## src/hw/rtl/slps_pkg.sv

```systemverilog
// Shared types, codes and the segment table of the status LED sequencer.
// Depends on nothing; every other RTL file imports it.
`default_nettype none

package slps_pkg;

    localparam logic [1:0] OP_TICK     = 2'd0;
    localparam logic [1:0] OP_SET_BASE = 2'd1;
    localparam logic [1:0] OP_FLASH    = 2'd2;

    localparam logic [2:0] MODE_CONNECTED    = 3'd0;
    localparam logic [2:0] MODE_DISCONNECTED = 3'd1;
    localparam logic [2:0] MODE_PROVISIONING = 3'd2;
    localparam logic [2:0] MODE_IDENTIFY     = 3'd3;
    localparam logic [2:0] MODE_ERASE_ARMED  = 3'd4;
    localparam logic [2:0] MODE_OFF          = 3'd5;

    localparam int unsigned CNT_W = 11;
    localparam logic [CNT_W-1:0] RECHECK_MS = 11'd50;
    localparam logic [CNT_W-1:0] RESET_COUNT = 11'd250;
    localparam logic [CNT_W-1:0] LONGEST_SEGMENT = 11'd1500;

    typedef struct packed {
        logic [1:0]  opcode;
        logic [2:0]  mode;
        logic [15:0] flash_ms;
    } slps_item_t;

    typedef struct packed {
        logic       led_on;
        logic [2:0] shown_pattern;
        logic       override_active;
    } slps_result_t;

    // Steady modes have a single segment and a fixed level.
    function automatic logic is_steady(input logic [2:0] m);
        return (m == MODE_CONNECTED) || (m == MODE_OFF);
    endfunction

    function automatic logic steady_level(input logic [2:0] m);
        return (m == MODE_CONNECTED);
    endfunction

    // Index of the segment after idx, wrapping at the end of the cycle.
    function automatic logic [1:0] next_index(input logic [2:0] m, input logic [1:0] idx);
        logic [1:0] inc;
        inc = idx + 2'd1;
        if (m == MODE_PROVISIONING) begin
            return inc;
        end
        return {1'b0, inc[0]};
    endfunction

    function automatic logic [CNT_W-1:0] seg_len(input logic [2:0] m, input logic [1:0] idx);
        logic [CNT_W-1:0] len;
        case (m)
            MODE_DISCONNECTED: len = 11'd250;
            MODE_PROVISIONING:
            begin
                case (idx)
                    2'd0:    len = 11'd100;
                    2'd1:    len = 11'd150;
                    2'd2:    len = 11'd100;
                    default: len = 11'd1500;
                endcase
            end
            MODE_IDENTIFY:     len = 11'd100;
            MODE_ERASE_ARMED:  len = 11'd50;
            default:           len = 11'd1000;
        endcase
        return len;
    endfunction

endpackage

`default_nettype wire

```

## src/hw/rtl/slps_core.sv

```systemverilog
// Pattern state and its next-state logic for one word per cycle while step is high.
// Depends on slps_pkg.
`default_nettype none

module slps_core
    import slps_pkg::*;
(
    input  wire logic         clk,
    input  wire logic         rst_n,
    input  wire logic         step,
    input  wire slps_item_t   item,
    output slps_result_t      result
);

    logic [2:0]       base_reg, base_next;
    logic [2:0]       cur_reg, cur_next;
    logic [1:0]       idx_reg, idx_next;
    logic [CNT_W-1:0] cnt_reg, cnt_next;
    logic             run_reg, run_next;
    logic             flag_reg, flag_next;
    logic [15:0]      rem_reg, rem_next;
    logic             drive_reg, drive_next;

    logic [15:0] rem_dec;
    logic        mode_ok;
    logic        do_load;
    logic [2:0]  cur_v;
    logic [1:0]  idx_v;
    logic        flag_v;

    always_comb
    begin
        base_next  = base_reg;
        cur_next   = cur_reg;
        idx_next   = idx_reg;
        cnt_next   = cnt_reg;
        run_next   = run_reg;
        flag_next  = flag_reg;
        rem_next   = rem_reg;
        drive_next = drive_reg;

        rem_dec = (rem_reg != 16'd0) ? (rem_reg - 16'd1) : 16'd0;
        mode_ok = (item.mode <= MODE_OFF);
        do_load = 1'b0;
        cur_v   = cur_reg;
        idx_v   = idx_reg;
        flag_v  = flag_reg;

        case (item.opcode)
            OP_TICK:
            begin
                rem_next = rem_dec;
                if (run_reg) begin
                    if (cnt_reg <= 11'd1) begin
                        // Segment end: an expired flash hands back to the base mode.
                        cnt_next = '0;
                        do_load  = 1'b1;
                        if (flag_reg && (rem_dec == 16'd0)) begin
                            flag_v = 1'b0;
                            cur_v  = base_reg;
                            idx_v  = 2'd0;
                        end else if (!is_steady(cur_reg)) begin
                            idx_v = next_index(cur_reg, idx_reg);
                        end
                    end else begin
                        cnt_next = cnt_reg - 11'd1;
                    end
                end
            end
            OP_SET_BASE:
            begin
                if (mode_ok) begin
                    base_next = item.mode;
                    if (!flag_reg && (item.mode != cur_reg)) begin
                        cur_v   = item.mode;
                        idx_v   = 2'd0;
                        do_load = 1'b1;
                    end
                end
            end
            OP_FLASH:
            begin
                if (mode_ok) begin
                    flag_v   = 1'b1;
                    rem_next = item.flash_ms;
                    cur_v    = item.mode;
                    idx_v    = 2'd0;
                    do_load  = 1'b1;
                end
            end
            default:
            begin
            end
        endcase

        if (do_load) begin
            cur_next  = cur_v;
            idx_next  = idx_v;
            flag_next = flag_v;
            if (is_steady(cur_v)) begin
                drive_next = steady_level(cur_v);
                if (flag_v) begin
                    cnt_next = RECHECK_MS;
                    run_next = 1'b1;
                end else begin
                    run_next = 1'b0;
                end
            end else begin
                drive_next = ~idx_v[0];
                cnt_next   = seg_len(cur_v, idx_v);
                run_next   = 1'b1;
            end
        end
    end

    always_ff @(posedge clk or negedge rst_n)
    begin
        if (!rst_n) begin
            base_reg  <= MODE_DISCONNECTED;
            cur_reg   <= MODE_DISCONNECTED;
            idx_reg   <= 2'd0;
            cnt_reg   <= RESET_COUNT;
            run_reg   <= 1'b1;
            flag_reg  <= 1'b0;
            rem_reg   <= 16'd0;
            drive_reg <= 1'b1;
        end else if (step) begin
            base_reg  <= base_next;
            cur_reg   <= cur_next;
            idx_reg   <= idx_next;
            cnt_reg   <= cnt_next;
            run_reg   <= run_next;
            flag_reg  <= flag_next;
            rem_reg   <= rem_next;
            drive_reg <= drive_next;
        end
    end

    assign result.led_on          = drive_next;
    assign result.shown_pattern   = cur_next;
    assign result.override_active = flag_next;

`ifndef NO_ASSERTIONS
    a_base_shown: assert property (@(posedge clk) disable iff (!rst_n)
        !flag_reg |-> (cur_reg == base_reg))
        else $error("shown mode differs from base mode without a flash");
    a_steady_stopped: assert property (@(posedge clk) disable iff (!rst_n)
        (!flag_reg && is_steady(cur_reg)) |-> !run_reg)
        else $error("steady mode without a flash keeps its countdown running");
    a_count_range: assert property (@(posedge clk) disable iff (!rst_n)
        run_reg |-> ((cnt_reg != '0) && (cnt_reg <= LONGEST_SEGMENT)))
        else $error("running segment countdown out of range");
    a_idle_hold: assert property (@(posedge clk) disable iff (!rst_n)
        !step |=> ($stable(cur_reg) && $stable(rem_reg) && $stable(cnt_reg)))
        else $error("pattern state changed with no word processed");
`endif

endmodule

`default_nettype wire

```

## src/hw/rtl/status_led_pattern_sequencer_top.sv

```systemverilog
// Top level of the status LED sequencer: input register, pattern core, result register.
// Depends on slps_pkg and slps_core.
`default_nettype none

// How to use this block:
// Input channel (in_valid, in_stall, opcode, mode, flash_ms) carries one word per
// item: a 1 ms tick, a set-base-mode request or a timed flash request. Output
// channel (out_valid, out_stall, led_on, shown_pattern, override_active) returns
// exactly one result word per input word, in order, giving the LED state after it.
// A word accepted into the input register is processed as it moves on to the result
// register and is offered on the output from then on. Throughput is one word per
// cycle while the receiver does not stall; the core updates the pattern state as
// each word moves on, so each word sees the state left by the one before it.
// When the receiver stalls, the result register holds its word; the input
// register still takes one more word, and in_stall rises only once both are
// full. in_stall follows out_stall in the same cycle.
// Reset (rst_n low, asynchronous) empties both registers and puts the pattern in
// the disconnected mode at its first segment, LED lit, no flash active.
module status_led_pattern_sequencer_top
    import slps_pkg::*;
(
    input  wire logic        clk,
    input  wire logic        rst_n,
    input  wire logic        in_valid,
    output logic             in_stall,
    input  wire logic [1:0]  opcode,
    input  wire logic [2:0]  mode,
    input  wire logic [15:0] flash_ms,
    output logic             out_valid,
    input  wire logic        out_stall,
    output logic             led_on,
    output logic [2:0]       shown_pattern,
    output logic             override_active
);

    logic         in_valid_reg;
    slps_item_t   item_reg;
    logic         out_valid_reg;
    slps_result_t result_reg;
    slps_result_t result;
    logic         out_free;
    logic         advance;
    logic         take_in;

    // The result register can take a word when it is empty or being emptied now.
    assign out_free = !out_valid_reg || !out_stall;
    assign advance  = in_valid_reg && out_free;
    assign in_stall = in_valid_reg && !out_free;
    assign take_in  = in_valid && !in_stall;

    always_ff @(posedge clk or negedge rst_n)
    begin
        if (!rst_n) begin
            in_valid_reg  <= 1'b0;
            out_valid_reg <= 1'b0;
        end else begin
            if (take_in) begin
                in_valid_reg <= 1'b1;
            end else if (advance) begin
                in_valid_reg <= 1'b0;
            end
            if (advance) begin
                out_valid_reg <= 1'b1;
            end else if (!out_stall) begin
                out_valid_reg <= 1'b0;
            end
        end
    end

    always_ff @(posedge clk)
    begin
        if (take_in) begin
            item_reg.opcode   <= opcode;
            item_reg.mode     <= mode;
            item_reg.flash_ms <= flash_ms;
        end
        if (advance) begin
            result_reg <= result;
        end
    end

    slps_core u_core
    (
        .clk    (clk),
        .rst_n  (rst_n),
        .step   (advance),
        .item   (item_reg),
        .result (result)
    );

    assign out_valid       = out_valid_reg;
    assign led_on          = result_reg.led_on;
    assign shown_pattern   = result_reg.shown_pattern;
    assign override_active = result_reg.override_active;

endmodule

`default_nettype wire

```

## config.mk

```make
export PLATFORM = sky130hd
export DESIGN_NAME = status_led_pattern_sequencer_top
export DESIGN_NICKNAME = d
export VERILOG_FILES = /design/src/hw/rtl/slps_pkg.sv /design/src/hw/rtl/slps_core.sv /design/src/hw/rtl/status_led_pattern_sequencer_top.sv
export SDC_FILE = /design/constraint.sdc
export NUM_CORES = 1
export LEC_CHECK = 0
export BUFFER_PORTS_ARGS = -buffer_cell sky130_fd_sc_hd__buf_2
export CAP_MARGIN = 20
export CORE_MARGIN = 8
export CORE_UTILIZATION = 60
export DETAILED_ROUTE_END_ITERATION = 12
export PLACE_DENSITY_LB_ADDON = 0.15
export SLEW_MARGIN = 10
export SYNTH_ARGS = -nofsm -noshare
export SYNTH_HDL_FRONTEND = slang
export SYNTH_SLANG_ARGS = --single-unit
```

## constraint.sdc

```tcl
create_clock -name clk -period 8.45 [get_ports clk]
set_input_delay 1.69 -clock clk [delete_from_list [all_inputs] [get_ports clk]]
set_output_delay 1.69 -clock clk [all_outputs]
set_load 0.01 [all_outputs]
```

==> results.cfg, run 1 <==
[outcome]
outcome = complete, no violations

[cts]
cts_hold_buf = 0
cts_resized = 0
cts_htree_levels = 3
cts_setup_buffers = 0
clockRootBuffer = clkbuf_8
cts.path.max_buffers = 2
numCtsBuffers = 9
cts.clk_slew.worst_paths_ps = 80
cts_sinks = 66
insertion_delay_ps = 350
cts_tree = built

[synth]
synthArstFlopShare = 0.6061
synthDistinctLibCells = 77
avgSynthCellArea_um2 = 9.364
yosysSeqAreaShare = 0.4456
synth_flop_cell = dfrtp_1
synth.cell_area_mm2 = 0.004026
synth_seq_cells = 66
synth_edf_count = 26
syn_inst = 430
synth-warning-count = 0
synth_fp_nets = 458

[drt]
viasPerCell = 6.698
drt-total-wl_mm = 9.860
wl_per_cell_um = 18.64
drc = 0
num_vias = 3543
drtAntennaViolNets = 0
drt_iter0_markers = 299
drt_pass1_iterations = 5

[global_routing]
grt_pass1_wl_mm = 16.40
antenna_found_initial = 0
grt_remaining_overflow = 0
grtUsageTotal = 0.2116
grt_pass1_vias = 3280
grt_max_degree = 41

[min_path]
whs_endpoint = u_core.drive_reg
worstHoldPathCells = 2
min_path_type = flip-flop to flip-flop
min_from = u_core.drive_reg

[worst_setup_path]
rr_worst_depth = 11
critPathKind = flip-flop to flip-flop
cpPeakStageDelay_ps = 570
crit_required_ps = 8650
critPathCaptureType = flip-flop
cp_slowest_cell = or3b_2
crit_buf_inv = 1
rrSetupSlack_ps = 4310
cp_max_fo = 8
crit_family = simple AND/OR/NAND/NOR gates
crit_path_start_kind = flip-flop
r2r_start = u_core.rem_reg[0]
cp_cell_sequence = inv_1, ha_1, or3b_2, o31a_1, or4b_4, nor4_4, mux2_2, a221oi_1, o41a_1, a2bb2oi_1, o21ai_1
r2r_end = u_core.cnt_reg[10]
crit_arrival_ps = 4340
cp_num_cells = 11

[finish]
design.final.nets = 472
seq_area_mm2 = 0.001794
fin_cells = 529
drive_above_1_share = 0.1871
largest_reg_flops = 21
antenna_cells = 0
num-fill-cells = 537
area_growth_pct = 7.862
multi_input_area_mm2 = 0.002017

[die]
die_y_um = 97.92
core_area_mm2 = 0.006644
start_util = 0.6060
die_area_mm2 = 0.009588
ioPinCount = 32
chipWidth_um = 97.92
num_rows = 30

[power_and_ir_drop]
p_int_mw = 0.6994
switchingPower_mw = 0.4324
leakagePower_nw = 1.652
power.share.sequential = 0.460
pwr-share-comb = 0.294
clock_power_share = 0.247
power_density_mw_per_mm2 = 260.6
max-vdd-ir-drop_uv = 152.9
p_sw_frac = 0.3820

[sta]
drv_slew = 0
fmax_ghz = 0.2416
post-route-period-util = 0.4899
slew_headroom = 0.2812
setup_viol = 0
rsz0062_at_grt = no
period_minus_slack_ps = 4139
hold_viol = 0
fin_worst_skew_ps = 17.23
timing.setup.tns_ps = 0
worst_slew_pin_slew_ps = 1070

[job]
cap_violations = 0

[placement]
hpwlAfterDp_mm = 6.752
place.gp.congestion = 0.8930
io_buffers = 31
dp_cells = 513
-- how the worst max path moves through the flow --
stage                                    end         startpoint
after floorplan           u_core.cnt_reg[10]  u_core.rem_reg[0]
after global placement    u_core.cnt_reg[10]  u_core.rem_reg[0]
after detailed placement  u_core.cnt_reg[10]  u_core.rem_reg[0]
after CTS                 u_core.cnt_reg[10]  u_core.rem_reg[0]
after global routing      u_core.cnt_reg[10]  u_core.rem_reg[0]
final                     u_core.cnt_reg[10]  u_core.rem_reg[0]
-- layout make-up --
| cell class | instances | share of cell area |
|---|---|---|
| Timing Repair Buffer | 32 | 0.03745 |
| Clock buffer | 9 | 0.02852 |
| Inverter | 17 | 0.01469 |
| Multi-Input combinational cell | 318 | 0.4644 |
| Tap cell | 80 | 0.02305 |
| Clock inverter | 7 | 0.01873 |
| Sequential cell | 66 | 0.4131 |
-- power groups by stage --
stage	clock (mW)	combinational, mW	sequential, mW
2_1_floorplan	0	0.300	0.471
3_3_place_gp	0	0.316	0.518
3_5_place_dp	0	0.326	0.521
4_1_cts	0.283	0.329	0.516
5_1_grt	0.295	0.371	0.533
6_report	0.279	0.332	0.520
-- kinds of logic (layout without fill, tap and decap cells) --
family	count (synthesis)	after routing	share of synthesized area
simple gates	169	169	0.2228
compound gates	132	132	0.2324
xor+xnor	8	8	0.01740
flops	66	66	0.4456
fa+ha+maj	3	3	0.009324
buf+inv	46	65	0.05500
mux	6	6	0.01740
-- worst min-delay path, stage by stage, from the launching register on --
cell and delay, ps:
dfstp_2 370, nand2_1 40, o21ai_1 50
-- synthesized netlist by cell type, types with 4 or more instances --
cell	number	area, um^2
nor4_1	13	81.33
nand2b_1	10	62.56
mux2_2	4	45.04
or3_1	5	31.28
nand3b_1	4	30.03
dfrtp_1	30	750.7
nor3_1	17	85.08
inv_1	15	56.30
edfxtp_1	26	780.8
nand2_1	42	157.7
a21oi_1	19	95.09
xnor2_1	4	35.03
xor2_1	4	35.03
nor2_1	33	123.9
o21ai_0	34	170.2
dfstp_2	10	262.8
o31ai_1	13	97.59
o21ai_1	5	25.02
nand3_1	13	65.06
and2_1	5	31.28
a31oi_1	6	37.54
or4_1	5	37.54
clkbuf_1	20	75.07
a32o_1	5	50.05
-- layout by cell type (no fill, tap or decap), drive strengths merged, types with 4 or more instances in the layout --
master,Yosys,layout
nand3b,4,4
a21oi,20,20
buf,6,32
nand3,13,13
xnor2,4,4
or4,5,5
edfxtp,26,26
nor3,19,19
o41ai,4,4
o21ai,39,39
mux2,5,5
nand2b,10,10
o31ai,14,14
dfrtp,30,30
a31oi,6,6
nand2,42,42
clkbuf,23,9
and2,5,5
inv,16,20
dfstp,10,10
xor2,4,4
or3,6,6
nor2,34,34
a32o,5,5
nor4,14,14
-- per-layer routing --
metal | global-route usage | part of all wire | vias up
li1 | - | - | 1663
met1 | 0.3034 | 0.46 | 1659
met2 | 0.2887 | 0.43 | 196
met3 | 0.05619 | 0.093 | 25
met4 | 0.09353 | 0.020 | 0
met5 | 0 | 0 | -
-- through the flow --
step                setup WS [ps]  total power, mW  cell area [um^2]    util  hold WS [ps]
finish                       4311            1.132              4343  0.6537         462.1
global route                 4053            1.200              4343  0.6537         483.4
CTS                          4343            1.129              4343  0.6537         466.1
detailed placement           4364           0.8472              4138  0.6228         455.6
global placement             4458           0.8341              4138  0.6228         452.1
floorplan                    4636           0.7713              4026       -         434.0
Note: power is estimated with default switching activity, not from simulation.
==> inputs of run 2 (changes only) <==
==> constraint.sdc (replaced) <==
create_clock -name clk -period 4.1 [get_ports clk]
set_input_delay 0.82 -clock clk [delete_from_list [all_inputs] [get_ports clk]]
set_output_delay 0.82 -clock clk [all_outputs]
set_load 0.01 [all_outputs]
==> run 2 against run 1 <==
  * Sequential power grew 110%
  * Global-route usage increased by 0.75 points
  * Combinational power up 120%
  * Maximum frequency rose by 4.4%
  * Critical path depth rose by 3
  * Total power up 110%
  * Clock-buffer cell count unchanged
  * Via count is 1.1% higher
  * Worst hold slack gained 9.8 ps
  * Sequential cell count did not move
  * First-iteration DRC count rose by 12%
  * Die area unchanged
  * Critical path type unchanged
  * Largest cell class unchanged
  * Largest power group unchanged
  * Highest routed layer unchanged
==> results.cfg, run 2 (same netlist as run 1, synthesis figures left out) <==
[placement]
post-place-ws_ps = 164.4
placed_area_mm2 = 0.004220
hpwlAfterDp_mm = 7.102
place.gp.congestion = 0.9159
io_buffers = 31

[job]
cap_violations = 0

[cts]
cts.path.max_buffers = 2
cts_htree_levels = 3
insertion_delay_ps = 360
numCtsBuffers = 9
clockRootBuffer = clkbuf_8
cts.clk_slew.worst_paths_ps = 90
cts_hold_buf = 0
cts_sinks = 66
cts_tree = built

[die]
die_area_mm2 = 0.009588
ioPinCount = 32
chipWidth_um = 97.92
num_rows = 30
die_y_um = 97.92
start_util = 0.6060
core_area_mm2 = 0.006644

[drt]
num_vias = 3581
drt-total-wl_mm = 10.15
drtAntennaViolNets = 0
drc = 0
viasPerCell = 6.583
drt_pass1_iterations = 5
drt_iter0_markers = 336
wl_per_cell_um = 18.66

[worst_setup_path]
cp_max_fo = 6
crit_path_start_kind = flip-flop
critPathKind = flip-flop to flip-flop
crit_required_ps = 4350
critPathCaptureType = flip-flop
crit_arrival_ps = 4210

[sta]
setup_viol = 0
hold_viol = 0
worst_slew_pin_slew_ps = 921.7
worst_slack_ps = 137.1
rsz0062_at_grt = no
period_minus_slack_ps = 3963
post-route-period-util = 0.9666
fmax_ghz = 0.2523
drv_slew = 0
timing.setup.tns_ps = 0
slew_headroom = 0.3855
fin_worst_skew_ps = 13.28

[finish]
seq_area_mm2 = 0.001794
final_cell_mix = 42 x nand2_1, 34 x o21ai_0, 33 x nor2_1
final_util = 0.6729
area_growth_pct = 11.03
antenna_cells = 0
design.final.nets = 487
final_common_cell = nand2_1
drive_above_1_share = 0.2177
final_area_mm2 = 0.004471
num-fill-cells = 528
largest_reg_flops = 21
multi_input_area_mm2 = 0.002037

[power_and_ir_drop]
max-vdd-ir-drop_uv = 278.0
leakagePower_nw = 1.726
power_mw = 2.366
power_density_mw_per_mm2 = 529.2

[global_routing]
grt_max_degree = 41
grtUsageTotal = 0.2191
antenna_found_initial = 0
grt_remaining_overflow = 0
grt_pass1_vias = 3448
grt_pass1_wl_mm = 17.06

[min_path]
min_path_type = flip-flop to flip-flop

[outcome]
outcome = complete, no violations
==> run 2: timing repair <==
| item | in CTS | in global routing |
|---|---|---|
| gates resized for setup | 0 | 4 |
| endpoints found under the setup margin | 0 | 9 |
| setup buffers | 0 | 4 |
==> run 2: worst max-delay path, stage by stage (launching register included) <==
cell	delay (ps)
dfrtp_1	400
inv_1	90
ha_2	220
or3b_2	480
o31a_1	330
or4b_4	570
nor4_4	250
buf_4	180
mux2_2	350
a221oi_2	270
buf_4	170
o41ai_4	70
buf_4	190
a31oi_1	170
o221ai_1	130
==> run 2: layout make-up <==
cell class | count | share of cell area
multi-input cells | 318 | 0.4556
flip-flops and latches | 66 | 0.4013
repair buffers | 47 | 0.06157
clock buffers | 9 | 0.02771
well taps | 80 | 0.02239
clock inverters | 7 | 0.01707
inverters | 17 | 0.01427
==> run 2: final timing paths <==
check                      cells past startpoint            endpoint              start  slack [ps]
max                                           14   u_core.cnt_reg[7]  u_core.rem_reg[0]         140
min                                            2   u_core.rem_reg[6]        item_reg[6]         470
max reg2reg                                   14   u_core.cnt_reg[7]  u_core.rem_reg[0]         140
min reg2reg                                    2   u_core.rem_reg[6]        item_reg[6]         470
max in group asynchronous                      1  u_core.base_reg[1]              rst_n        2920
min in group asynchronous                      1   u_core.rem_reg[0]              rst_n         590
==> run 2: power by group <==
group          internal [mW]  switching [mW]  leakage [nW]
registers              0.862           0.208         0.716
logic                  0.319           0.411         0.911
clock network          0.286           0.281        0.0983
total                   1.47           0.900          1.73
==> run 2: routing by layer <==
metal / wire [um] / share of wire / global-route usage
met1: 4667 / 0.46 / 0.2989
met2: 4453 / 0.44 / 0.3240
met3: 863 / 0.085 / 0.05334
met4: 167 / 0.016 / 0.08993
met5: 0 / 0 / 0
==> run 2: per-stage QoR <==
stage / hold slack (ps) / instances
2_1_floorplan: 434.0 / 430
3_3_place_gp: 451.4 / 524
3_5_place_dp: 465.7 / 524
4_1_cts: 475.2 / 540
5_1_grt: 516.1 / 544
6_report: 471.9 / 544
